### src/brf_pkg.sv
// Shared types and constants for the bisection root finder.
package brf_pkg;

  // Q16.16 operand, Q32.32 square and threshold widths
  localparam int unsigned XW   = 32;
  localparam int unsigned SQW  = 63;   // |x|^2 with |x| <= 2^31, so up to 2^62
  localparam int unsigned CW   = 31;   // constant and tolerance registers
  localparam int unsigned CSW  = 47;   // c << 16
  localparam int unsigned THW  = 48;   // (c +/- tol) << 16
  localparam int unsigned LIMW = 8;

  typedef logic [1:0] status_t;
  localparam status_t STATUS_FOUND   = 2'd0;
  localparam status_t STATUS_NO_SIGN = 2'd1;
  localparam status_t STATUS_UNCONV  = 2'd2;

  // Configuration register indexes
  typedef logic [1:0] cfg_idx_t;
  localparam cfg_idx_t CFG_OFFSET_CONST    = 2'd0;
  localparam cfg_idx_t CFG_TOLERANCE       = 2'd1;
  localparam cfg_idx_t CFG_ITERATION_LIMIT = 2'd2;

  typedef struct packed {
    logic signed [XW-1:0] bound_low;
    logic signed [XW-1:0] bound_high;
  } in_word_t;

  typedef struct packed {
    logic signed [XW-1:0] root_estimate;
    status_t              status;
    logic [LIMW-1:0]      steps_used;
  } out_word_t;

  // Sign of f and tolerance test, from the compare unit
  typedef struct packed {
    logic f_pos;
    logic f_neg;
    logic in_tol;
  } cmp_res_t;

endpackage

### src/brf_square.sv
// Shared squaring unit: registered |x|^2 of a signed Q16.16 value.
module brf_square (
  input  logic                         clk,
  input  logic signed [brf_pkg::XW-1:0] x,
  output logic [brf_pkg::SQW-1:0]      sq_r
);
  import brf_pkg::*;

  logic [XW-1:0]   mag;
  logic [2*XW-1:0] prod;

  // magnitude; the most negative value maps onto 2^31 as wanted
  assign mag  = x[XW-1] ? (~x + 1'b1) : x;
  assign prod = mag * mag;

  always_ff @(posedge clk) begin
    sq_r <= prod[SQW-1:0];
  end

endmodule

### src/brf_cmp.sv
// Compare unit: sign of f = x^2 - c and the tolerance window, from the square.
module brf_cmp (
  input  logic [brf_pkg::SQW-1:0] sq,
  input  logic [brf_pkg::CSW-1:0] c_shift,
  input  logic [brf_pkg::THW-1:0] tol_low,
  input  logic [brf_pkg::THW-1:0] tol_high,
  output brf_pkg::cmp_res_t       res
);
  import brf_pkg::*;

  logic [SQW-1:0] c_ext;
  logic [SQW-1:0] lo_ext;
  logic [SQW-1:0] hi_ext;

  assign c_ext  = {{(SQW-CSW){1'b0}}, c_shift};
  assign lo_ext = {{(SQW-THW){1'b0}}, tol_low};
  assign hi_ext = {{(SQW-THW){1'b0}}, tol_high};

  // |f| <= tol  <=>  c - tol <= x^2 <= c + tol
  assign res.f_pos  = sq > c_ext;
  assign res.f_neg  = sq < c_ext;
  assign res.in_tol = (sq >= lo_ext) && (sq <= hi_ext);

endmodule

### src/bisection_root_finder.sv
// Bisection root finder for f(x) = x*x - c: sequencer, registers and ports.
// From input accept to out_valid a word goes through n bisection steps, n = steps
// taken (0 when there is no sign change or the limit is zero), n <= 255.
// The input stalls until the result is loaded; each step is one pass through the
// shared squarer and one compare/update state. Synchronous active-low reset clears
// the sequencer and output valid, and loads c = 5.0, tolerance = 7, limit = 100.
module bisection_root_finder #(
  parameter int unsigned MAX_STEPS = 255
) (
  input  logic                         clk,
  input  logic                         rst_n,
  input  logic                         in_valid,
  output logic                         in_stall,
  input  brf_pkg::in_word_t            in_data,
  output logic                         out_valid,
  input  logic                         out_stall,
  output brf_pkg::out_word_t           out_data,
  input  logic                         cfg_valid,
  output logic                         cfg_ready,
  input  brf_pkg::cfg_idx_t            cfg_index,
  input  logic [31:0]                  cfg_data
);
  import brf_pkg::*;

  typedef enum logic [2:0] {
    S_IDLE, S_SQ_LO, S_SQ_HI, S_CHECK, S_SQ_MID, S_UPDATE, S_FINISH
  } state_t;

  state_t           state_r;
  logic [CW-1:0]    offset_const_r;
  logic [CW-1:0]    tolerance_r;
  logic [LIMW-1:0]  iteration_limit_r;

  logic signed [XW-1:0] lo_r, hi_r, mid_r;
  logic [CSW-1:0]   c_shift_r;
  logic [THW-1:0]   tol_low_r, tol_high_r;
  logic [LIMW-1:0]  limit_r, steps_r;
  logic             lo_pos_r, lo_zero_r;
  status_t          status_r;
  logic             out_valid_r;
  out_word_t        out_data_r;

  logic signed [XW-1:0] sq_x;
  logic [SQW-1:0]   sq_r;
  cmp_res_t         cmp;
  logic [CSW-1:0]   c_shift_nxt, tol_shift_nxt;
  logic [THW-1:0]   tol_high_nxt, tol_low_nxt;
  logic [LIMW-1:0]  limit_nxt, steps_nxt;
  logic             in_acc, out_free, differ, hi_zero;

  // floor((a + b) / 2) with the sum kept exact
  function automatic logic signed [XW-1:0] half_sum(input logic signed [XW-1:0] a,
                                                    input logic signed [XW-1:0] b);
    logic signed [XW:0] s;
    s = {a[XW-1], a} + {b[XW-1], b};
    return s[XW:1];
  endfunction

  assign in_acc    = in_valid && !in_stall;
  assign in_stall  = (state_r != S_IDLE);
  assign cfg_ready = 1'b1;
  assign out_valid = out_valid_r;
  assign out_data  = out_data_r;
  assign out_free  = !out_valid_r || !out_stall;

  // thresholds in Q32.32, formed once per word
  assign c_shift_nxt   = {offset_const_r, 16'd0};
  assign tol_shift_nxt = {tolerance_r, 16'd0};
  assign tol_high_nxt  = {1'b0, c_shift_nxt} + {1'b0, tol_shift_nxt};
  assign tol_low_nxt   = (tol_shift_nxt > c_shift_nxt) ? '0 :
                         {1'b0, c_shift_nxt - tol_shift_nxt};
  assign limit_nxt     = ({24'd0, iteration_limit_r} > 32'(MAX_STEPS)) ?
                         LIMW'(MAX_STEPS) : iteration_limit_r;

  // shared squarer operand select
  always_comb begin
    unique case (state_r)
      S_SQ_LO: sq_x = lo_r;
      S_SQ_HI: sq_x = hi_r;
      default: sq_x = mid_r;
    endcase
  end

  brf_square u_square (
    .clk  (clk),
    .x    (sq_x),
    .sq_r (sq_r)
  );

  brf_cmp u_cmp (
    .sq       (sq_r),
    .c_shift  (c_shift_r),
    .tol_low  (tol_low_r),
    .tol_high (tol_high_r),
    .res      (cmp)
  );

  assign hi_zero   = !cmp.f_pos && !cmp.f_neg;
  assign differ    = lo_pos_r ? cmp.f_neg : cmp.f_pos;
  assign steps_nxt = steps_r + 1'b1;

  // configuration registers
  always_ff @(posedge clk) begin
    if (!rst_n) begin
      offset_const_r    <= CW'(327680);
      tolerance_r       <= CW'(7);
      iteration_limit_r <= LIMW'(100);
    end else if (cfg_valid && cfg_ready) begin
      unique case (cfg_index)
        CFG_OFFSET_CONST:    offset_const_r    <= cfg_data[CW-1:0];
        CFG_TOLERANCE:       tolerance_r       <= cfg_data[CW-1:0];
        CFG_ITERATION_LIMIT: iteration_limit_r <= cfg_data[LIMW-1:0];
        default: ;
      endcase
    end
  end

  // sequencer and working registers
  always_ff @(posedge clk) begin
    if (!rst_n) begin
      state_r     <= S_IDLE;
      out_valid_r <= 1'b0;
    end else begin
      // the finish state reloads the slot itself when it frees
      if (out_valid_r && !out_stall && state_r != S_FINISH) out_valid_r <= 1'b0;
      unique case (state_r)
        S_IDLE: begin
          if (in_acc) begin
            lo_r       <= in_data.bound_low;
            hi_r       <= in_data.bound_high;
            c_shift_r  <= c_shift_nxt;
            tol_low_r  <= tol_low_nxt;
            tol_high_r <= tol_high_nxt;
            limit_r    <= limit_nxt;
            state_r    <= S_SQ_LO;
          end
        end
        S_SQ_LO: state_r <= S_SQ_HI;
        S_SQ_HI: begin
          lo_pos_r  <= cmp.f_pos;
          lo_zero_r <= !cmp.f_pos && !cmp.f_neg;
          state_r   <= S_CHECK;
        end
        S_CHECK: begin
          steps_r <= '0;
          if (lo_zero_r || hi_zero || (lo_pos_r == cmp.f_pos)) begin
            mid_r    <= '0;
            status_r <= STATUS_NO_SIGN;
            state_r  <= S_FINISH;
          end else if (limit_r == '0) begin
            mid_r    <= '0;
            status_r <= STATUS_UNCONV;
            state_r  <= S_FINISH;
          end else begin
            mid_r   <= half_sum(lo_r, hi_r);
            state_r <= S_SQ_MID;
          end
        end
        S_SQ_MID: state_r <= S_UPDATE;
        S_UPDATE: begin
          steps_r <= steps_nxt;
          if (cmp.in_tol) begin
            status_r <= STATUS_FOUND;
            state_r  <= S_FINISH;
          end else if (steps_nxt == limit_r) begin
            status_r <= STATUS_UNCONV;
            state_r  <= S_FINISH;
          end else begin
            // keep the half whose ends straddle the sign change
            if (differ) begin
              hi_r  <= mid_r;
              mid_r <= half_sum(lo_r, mid_r);
            end else begin
              lo_r     <= mid_r;
              lo_pos_r <= cmp.f_pos;
              mid_r    <= half_sum(mid_r, hi_r);
            end
            state_r <= S_SQ_MID;
          end
        end
        S_FINISH: begin
          if (out_free) begin
            out_valid_r <= 1'b1;
            state_r     <= S_IDLE;
          end
        end
        default: state_r <= S_IDLE;
      endcase
    end
  end

  // result word
  always_ff @(posedge clk) begin
    if (state_r == S_FINISH && out_free) begin
      out_data_r.root_estimate <= mid_r;
      out_data_r.status        <= status_r;
      out_data_r.steps_used    <= steps_r;
    end
  end

  // a bisection step never runs past the limit
  a_step_limit: assert property (@(posedge clk) disable iff (!rst_n)
    state_r == S_UPDATE |-> steps_r < limit_r)
    else $error("bisection step beyond limit");

  // a word taken in keeps the input stalled on the next cycle
  a_busy_after_accept: assert property (@(posedge clk) disable iff (!rst_n)
    in_acc |=> in_stall)
    else $error("input not stalled after accept");

  // no sign change reports zero estimate and zero steps
  a_no_sign_result: assert property (@(posedge clk) disable iff (!rst_n)
    out_valid && out_data.status == STATUS_NO_SIGN |->
      out_data.steps_used == '0 && out_data.root_estimate == '0)
    else $error("no-sign-change result not zeroed");

  // the finish state loads the result only into a free slot
  a_finish_free: assert property (@(posedge clk) disable iff (!rst_n)
    state_r == S_FINISH && out_valid_r && out_stall |=> state_r == S_FINISH)
    else $error("result dropped while output stalled");

endmodule

### config.mk
export PLATFORM = sky130hd
export DESIGN_NAME = bisection_root_finder
export DESIGN_NICKNAME = d
export VERILOG_FILES = /design/src/brf_pkg.sv /design/src/brf_square.sv /design/src/brf_cmp.sv /design/src/bisection_root_finder.sv
export SDC_FILE = /design/constraint.sdc
export NUM_CORES = 2
export LEC_CHECK = 0
export ABC_AREA = 0
export BUFFER_PORTS_ARGS = -buffer_cell sky130_fd_sc_hd__buf_2
export CORE_ASPECT_RATIO = 0.9
export CORE_MARGIN = 2
export CORE_UTILIZATION = 30
export CTS_CLUSTER_DIAMETER = 30
export DETAILED_ROUTE_END_ITERATION = 12
export PLACE_DENSITY = 0.48
export SETUP_SLACK_MARGIN = 0.4
export SYNTH_ARGS = -nofsm -noshare
export SYNTH_HDL_FRONTEND = slang
export SYNTH_HIERARCHICAL = 1
export SYNTH_SLANG_ARGS = --single-unit
### constraint.sdc
create_clock -name clk -period 11.55 [get_ports clk]
set_clock_uncertainty 0.2 [all_clocks]
set_input_delay 0.5775 -clock clk [delete_from_list [all_inputs] [get_ports clk]]
set_output_delay 0.5775 -clock clk [all_outputs]
set_load 0.05 [all_outputs]
Yosys cells after proc, flatten, opt, wreduce, memory -nomap -nowiden

Cells that the tools add are included.

Bits in registers: 422
Output and inout bits: 45

Add/subtract/negate cells: 7
$mul: 1
Order comparisons: 5
Equality and inequality tests: 19
Mux-type cells: 39
Bitwise operators: 1
Reduce and logical (&&, ||, !) cells: 33

Operators with widths:

| operator              | number |
|---|---|
| $mux 32               | 14 |
| $pmux 32 s2           | 4 |
| $add 32x32->33        | 3 |
| $ge 63x48->1          | 1 |
| $gt 63x47->1          | 1 |
| $le 63x48->1          | 1 |
| $lt 63x47->1          | 1 |
| $mul 32x32->63        | 1 |
| $add 47x47->48        | 1 |
| $gt 47x47->1          | 1 |
| $sub 47x47->47        | 1 |
| $add 32x1->32 const B | 1 |
| $not 32->32           | 1 |
| $pmux 3 s7            | 1 |
| $mux 2                | 8 |
| $pmux 8 s2            | 1 |
| $ne 2x2->1 const B    | 6 |
| $reduce_and 2->1      | 6 |
| $reduce_and 6->1      | 2 |
| $eq 3x3->1 const B    | 3 |
| $ne 3x3->1 const B    | 3 |
| $add 8x1->8 const B   | 1 |
| $eq 8x8->1            | 1 |
| $logic_not 8->1       | 1 |
| 19 further kinds      | 41 |

Depth between registers and ports, before layout

Word-level depth: 7
Depth in mapped cells: 45
Gate-level depth less buffers: 38

Hierarchy

Netlist, hierarchy kept.

By module, submodules not included:

| module                | times used | cells each | area each (µm²) | sequential area each (µm²) |
|---|---|---|---|---|
| brf_square            | 1          | 3245       | 30217.7         | 1241.2 |
| bisection_root_finder | 1          | 1947       | 18803.0         | 9048.7 |
| brf_cmp               | 1          | 493        | 3661.0          | 0.0 |

Worst setup path after synthesis

Ideal clock, no wire load.

Path kind: register to register
From: reg state_r[2]
To: reg u_square/sq_r[38] (netlist name)
Data arrival time: 10.603 ns
Slack: 0.684 ns
Cell stages (with the launch flop): 43
Path buffers: 7
Clock period less this slack: 10.866 ns
Cells stage by stage: dfxtp_1 > clkbuf_1 > nor3b_1 > nor2_1 > clkbuf_1 > nand2_1 > nand2_1 > clkbuf_1 > inv_1 > clkbuf_1 > clkbuf_1 > ha_1 > nand2_1 > or4_4 > o41ai_2 > xnor2_1 > inv_2 > buf_4 > [... 7 more ...] > inv_1 > fa_1 > fa_1 > fa_1 > inv_1 > fa_1 > inv_1 > ha_1 > clkbuf_1 > a21o_1 > o21bai_1 > a211oi_1 > o31ai_1 > a31oi_1 > o21ai_1 > a21o_1 > a2111oi_0 > nand3b_1

Word-level cells in the longest chain between the ends: 6
Elaborated cells between the ends (all ways): 7
Classes of those cells: add/sub: 1; mul: 1; eq/ne: 2; mux: 2; bitwise: 1

RTL lines:

| item                                     | line                         | text |
|---|---|---|
| from (decl)                              | bisection_root_finder.sv:29  | `state_t state_r;` |
| from (signal assigned)                   | bisection_root_finder.sv:121 | `state_r <= S_IDLE;` |
| from (signal assigned)                   | bisection_root_finder.sv:135 | `state_r <= S_SQ_LO;` |
| from (signal assigned)                   | bisection_root_finder.sv:138 | `S_SQ_LO: state_r <= S_SQ_HI;` |
| $eq 3x2->1 or $eq 3x1->1 (tied branches) | bisection_root_finder.sv:77  | `unique case (state_r)` |
| $pmux 32 s2 (*)                          | bisection_root_finder.sv:77  |  |
| via sq_x[0]                              | bisection_root_finder.sv:43  | `logic signed [XW-1:0] sq_x;` |
| $not 32->32                              | brf_square.sv:13             | `assign mag = x[XW-1] ? (~x + 1'b1) : x;` |
| $add 32x1->32                            | brf_square.sv:13             |  |
| $mux 32 (*)                              | brf_square.sv:13             |  |
| $mul 32x32->63 (*)                       | brf_square.sv:14             | `assign prod = mag * mag;` |
| via u_square.prod[38]                    | brf_square.sv:10             | `logic [2*XW-1:0] prod;` |
| to (signal assigned)                     | brf_square.sv:17             | `sq_r <= prod[SQW-1:0];` |
| to (decl)                                | brf_square.sv:5              | `output logic [brf_pkg::SQW-1:0] sq_r` |

Mark *: on every way through the listed nets, which the timed path passes. The rest lies on a longest branch.
A chain may end at the register's enable or synchronous reset.

Worst setup path after layout

From: reg state_r[0]
To: reg u_square/sq_r[55] (netlist name)

Same word-level chain as after synthesis.

==> results.sh <==
export IMPL_die_h_um=402
export IMPL_first_global_vias=42222
export IMPL_antenna_found_initial=0
export IMPL_critPathMostFrequentCell="fa_1"
export IMPL_cap_violations=0
export IMPL_yosysMostFrequentCell="inv_1"
export IMPL_crit_slowest_cell="fa_1"
export IMPL_die_area_sq_um=179000
export IMPL_synth_edf_count=252
export IMPL_synth_area_sq_um=52700
export IMPL_synth_area_leaders="fa_1 (30%), edfxtp_1 (14%), ha_1 (13%)"
export IMPL_drv_slew=0
export IMPL_die_w_um=446
export IMPL_worstPathArrival_ns=11.13
export IMPL_viasPerCell=4.72
export IMPL_drive_above_1_share=0.0993
export IMPL_drtPass1Iterations=5
export IMPL_ys_seq_elements=388
export IMPL_avgSynthCellArea_sq_um=9.27
export IMPL_synth_top_area_cell="fa_1"
export IMPL_wl_um=163000
export IMPL_synthFlopType="edfxtp_1"
export IMPL_io_buffers=145
export IMPL_yosysUniqueCellTypes=103
export IMPL_fmax_mhz=92.6
export IMPL_h_tree_depth=3
export IMPL_reg2reg_depth=38
export IMPL_worst_slew_pin_slew_ns=1.30
export IMPL_outcome="finished clean"
export IMPL_required_ns=11.88
export IMPL_post_route_util=0.352
export IMPL_grt_total_usage=0.185
export IMPL_vias=39556
export IMPL_syn_to_final_growth_pct=16.3
export IMPL_tritoncts="yes"
export IMPL_async_flop_share=0
export IMPL_holdPathStages=3
export IMPL_cp_slowest_stage_delay_ns=0.58
export IMPL_yosysWarnings=6
export IMPL_drt_iter0_drc=2520
export IMPL_clk_path_buf_depth=3
export IMPL_synth_top_area_frac=0.305
export IMPL_cts_inserted_buffers=97
export IMPL_antenna_left=0
export IMPL_rows=145
export IMPL_clk_insertion_delay_late_ns=0.67
export IMPL_post_drt_wl_per_cell_um=19.5
export IMPL_yosysSeqAreaShare=0.195
export IMPL_clk_transition_reported_paths_ns=0.05
export IMPL_grt_overflow=0
export IMPL_cp_max_fo=14
export IMPL_hold_viol=0
export IMPL_antennaDiodeCount=0
export IMPL_gp_congestion=0.929
export IMPL_worstSetupEndpointType="flop"
export IMPL_start_kind="flop"
export IMPL_cts_sinks=388
export IMPL_route_detailed_drc=0
export IMPL_fill_cells=17783
export IMPL_crit_type="flop to flop"
export IMPL_period_minus_slack_ns=10.80
export IMPL_io_pins=148
export IMPL_period_share=0.935
export IMPL_relSlewSlack=0.128
export IMPL_min_path_type="primary input to flop"
export IMPL_synthCells=5685
export IMPL_start_util=0.303
export IMPL_rsz0062_at_grt="true"
export IMPL_hpwlAfterDp_um=134000
export IMPL_synthTopCellsByCount="inv_1 (1182), fa_1 (802), nand2_1 (706)"
export IMPL_grt_start_max_net_pins=99
export IMPL_cts_root_buf="clkbuf_16"
export IMPL_setup_viol=0
export IMPL_final_nets=7458
export IMPL_grt_pass1_wl_um=255000
export IMPL_setup_tns_final_ns=0
export IMPL_core_region_area_sq_um=174000
-- path summary, 6_finish.rpt --
path                                           start                end  slack [ns]
worst min register to register  iteration_limit_r[1]         limit_r[1]        0.24
worst max register to register            state_r[0]  u_square/sq_r[55]        0.75
worst min-delay path                     in_data[51]           lo_r[19]        0.03
worst max-delay path                      state_r[0]  u_square/sq_r[55]        0.75
-- final cells by class --
| type | instances | area (sq um) | share of cell area |
|---|---|---|---|
| Timing Repair Buffer | 345 | 2510 | 0.0409 |
| Clock inverter | 56 | 578 | 0.00943 |
| Tap cell | 2278 | 2850 | 0.0465 |
| Clock buffer | 125 | 2710 | 0.0442 |
| Inverter | 1213 | 4580 | 0.0748 |
| Sequential cell | 388 | 10300 | 0.168 |
| Multi-Input combinational cell | 3968 | 37800 | 0.616 |
-- layout by cell type (no fill, tap or decap), drive strengths merged, types with 20 or more instances in the layout --
cell         synthesis  final
a211oi              20     20
a21o               127    127
a21oi              281    281
a22oi               34     34
a31oi               26     26
and3                21     21
buf                 40    274
clkbuf             149    125
clkinv               6     31
conb                 4     77
dfxtp              136    136
dlygate4sd3          0     71
edfxtp             252    252
fa                 802    802
ha                 540    540
inv               1207   1223
mux2                35     35
nand2              706    706
nand2b              28     28
nand3               59     59
nand4               45     45
nor2               427    427
nor2b               27     27
nor3                31     31
nor4                25     25
o21ai              107    107
o21bai              34     34
o22ai               30     30
o31ai               21     21
xnor2              149    149
xor2                89     89
-- through the flow --
stage | setup WS (ns) | std cells | hold WS [ns] | instance area [sq um]
finish | 0.748 | 8373 | 0.0318 | 61300
global route | 0.338 | 8373 | 0.00741 | 61300
detailed placement | 0.399 | 8113 | 0.227 | 56900
floorplan | 0.684 | 5758 | 0.200 | 53000
global placement | 0.371 | 8113 | 0.223 | 56900
CTS | 0.420 | 8366 | 0.000364 | 61000
-- repair_timing --
| item | 4_1_cts | 5_1_grt |
|---|---|---|
| setup buffers | 1 | 7 |
| pin swaps | 0 | 4 |
| endpoints found under the hold margin | 107 | 0 |
| hold buffers | 71 | 0 |
| cloned | 0 | 0 |
| endpoints found under the setup margin | 3 | 22 |
| gates resized for setup | 5 | 59 |
-- logic make-up after synthesis --
| logic type | synth area share |
|---|---|
| other cells | 0.000285 |
| fa+ha+maj | 0.433 |
| buf+inv | 0.101 |
| simple gates | 0.118 |
| compound gates | 0.102 |
| mux | 0.00962 |
| xor+xnor | 0.0401 |
| flops | 0.195 |
-- flip-flops by register name (all words and copies together), names as in the netlist --
signal             flops
u_square/sq_r         62
out_data              42
hi_r                  32
lo_r                  32
mid_r                 32
tol_high_r            32
c_shift_r             31
offset_const_r        31
tol_low_r             31
tolerance_r           31
iteration_limit_r      8
limit_r                8
steps_r                8
state_r                3
status_r               2
lo_pos_r               1
lo_zero_r              1
out_valid              1
-- critical path: cells and delay by family (launching register included) --
family | cells | cell delay [ns]
adder cells (fa/ha/maj) | 10 | 4.70
AND/OR/NAND/NOR | 9 | 1.79
buffers and inverters | 11 | 1.69
AO/OA/AOI/OAI | 6 | 1.57
flip-flops | 1 | 0.39
XOR/XNOR | 2 | 0.30
-- metal layers --
layer / GRT usage / share of wire / vias up
met4: 0.0451 / 0.026 / 0
met2: 0.290 / 0.45 / 989
met1: 0.264 / 0.46 / 19624
met3: 0.0336 / 0.063 / 196
li1: - / - / 18747
met5: 0 / 0 / -
Power is left out: the tool's default activity adds up to more than one toggle a clock period on the data nets, which glitch-free logic cannot reach.
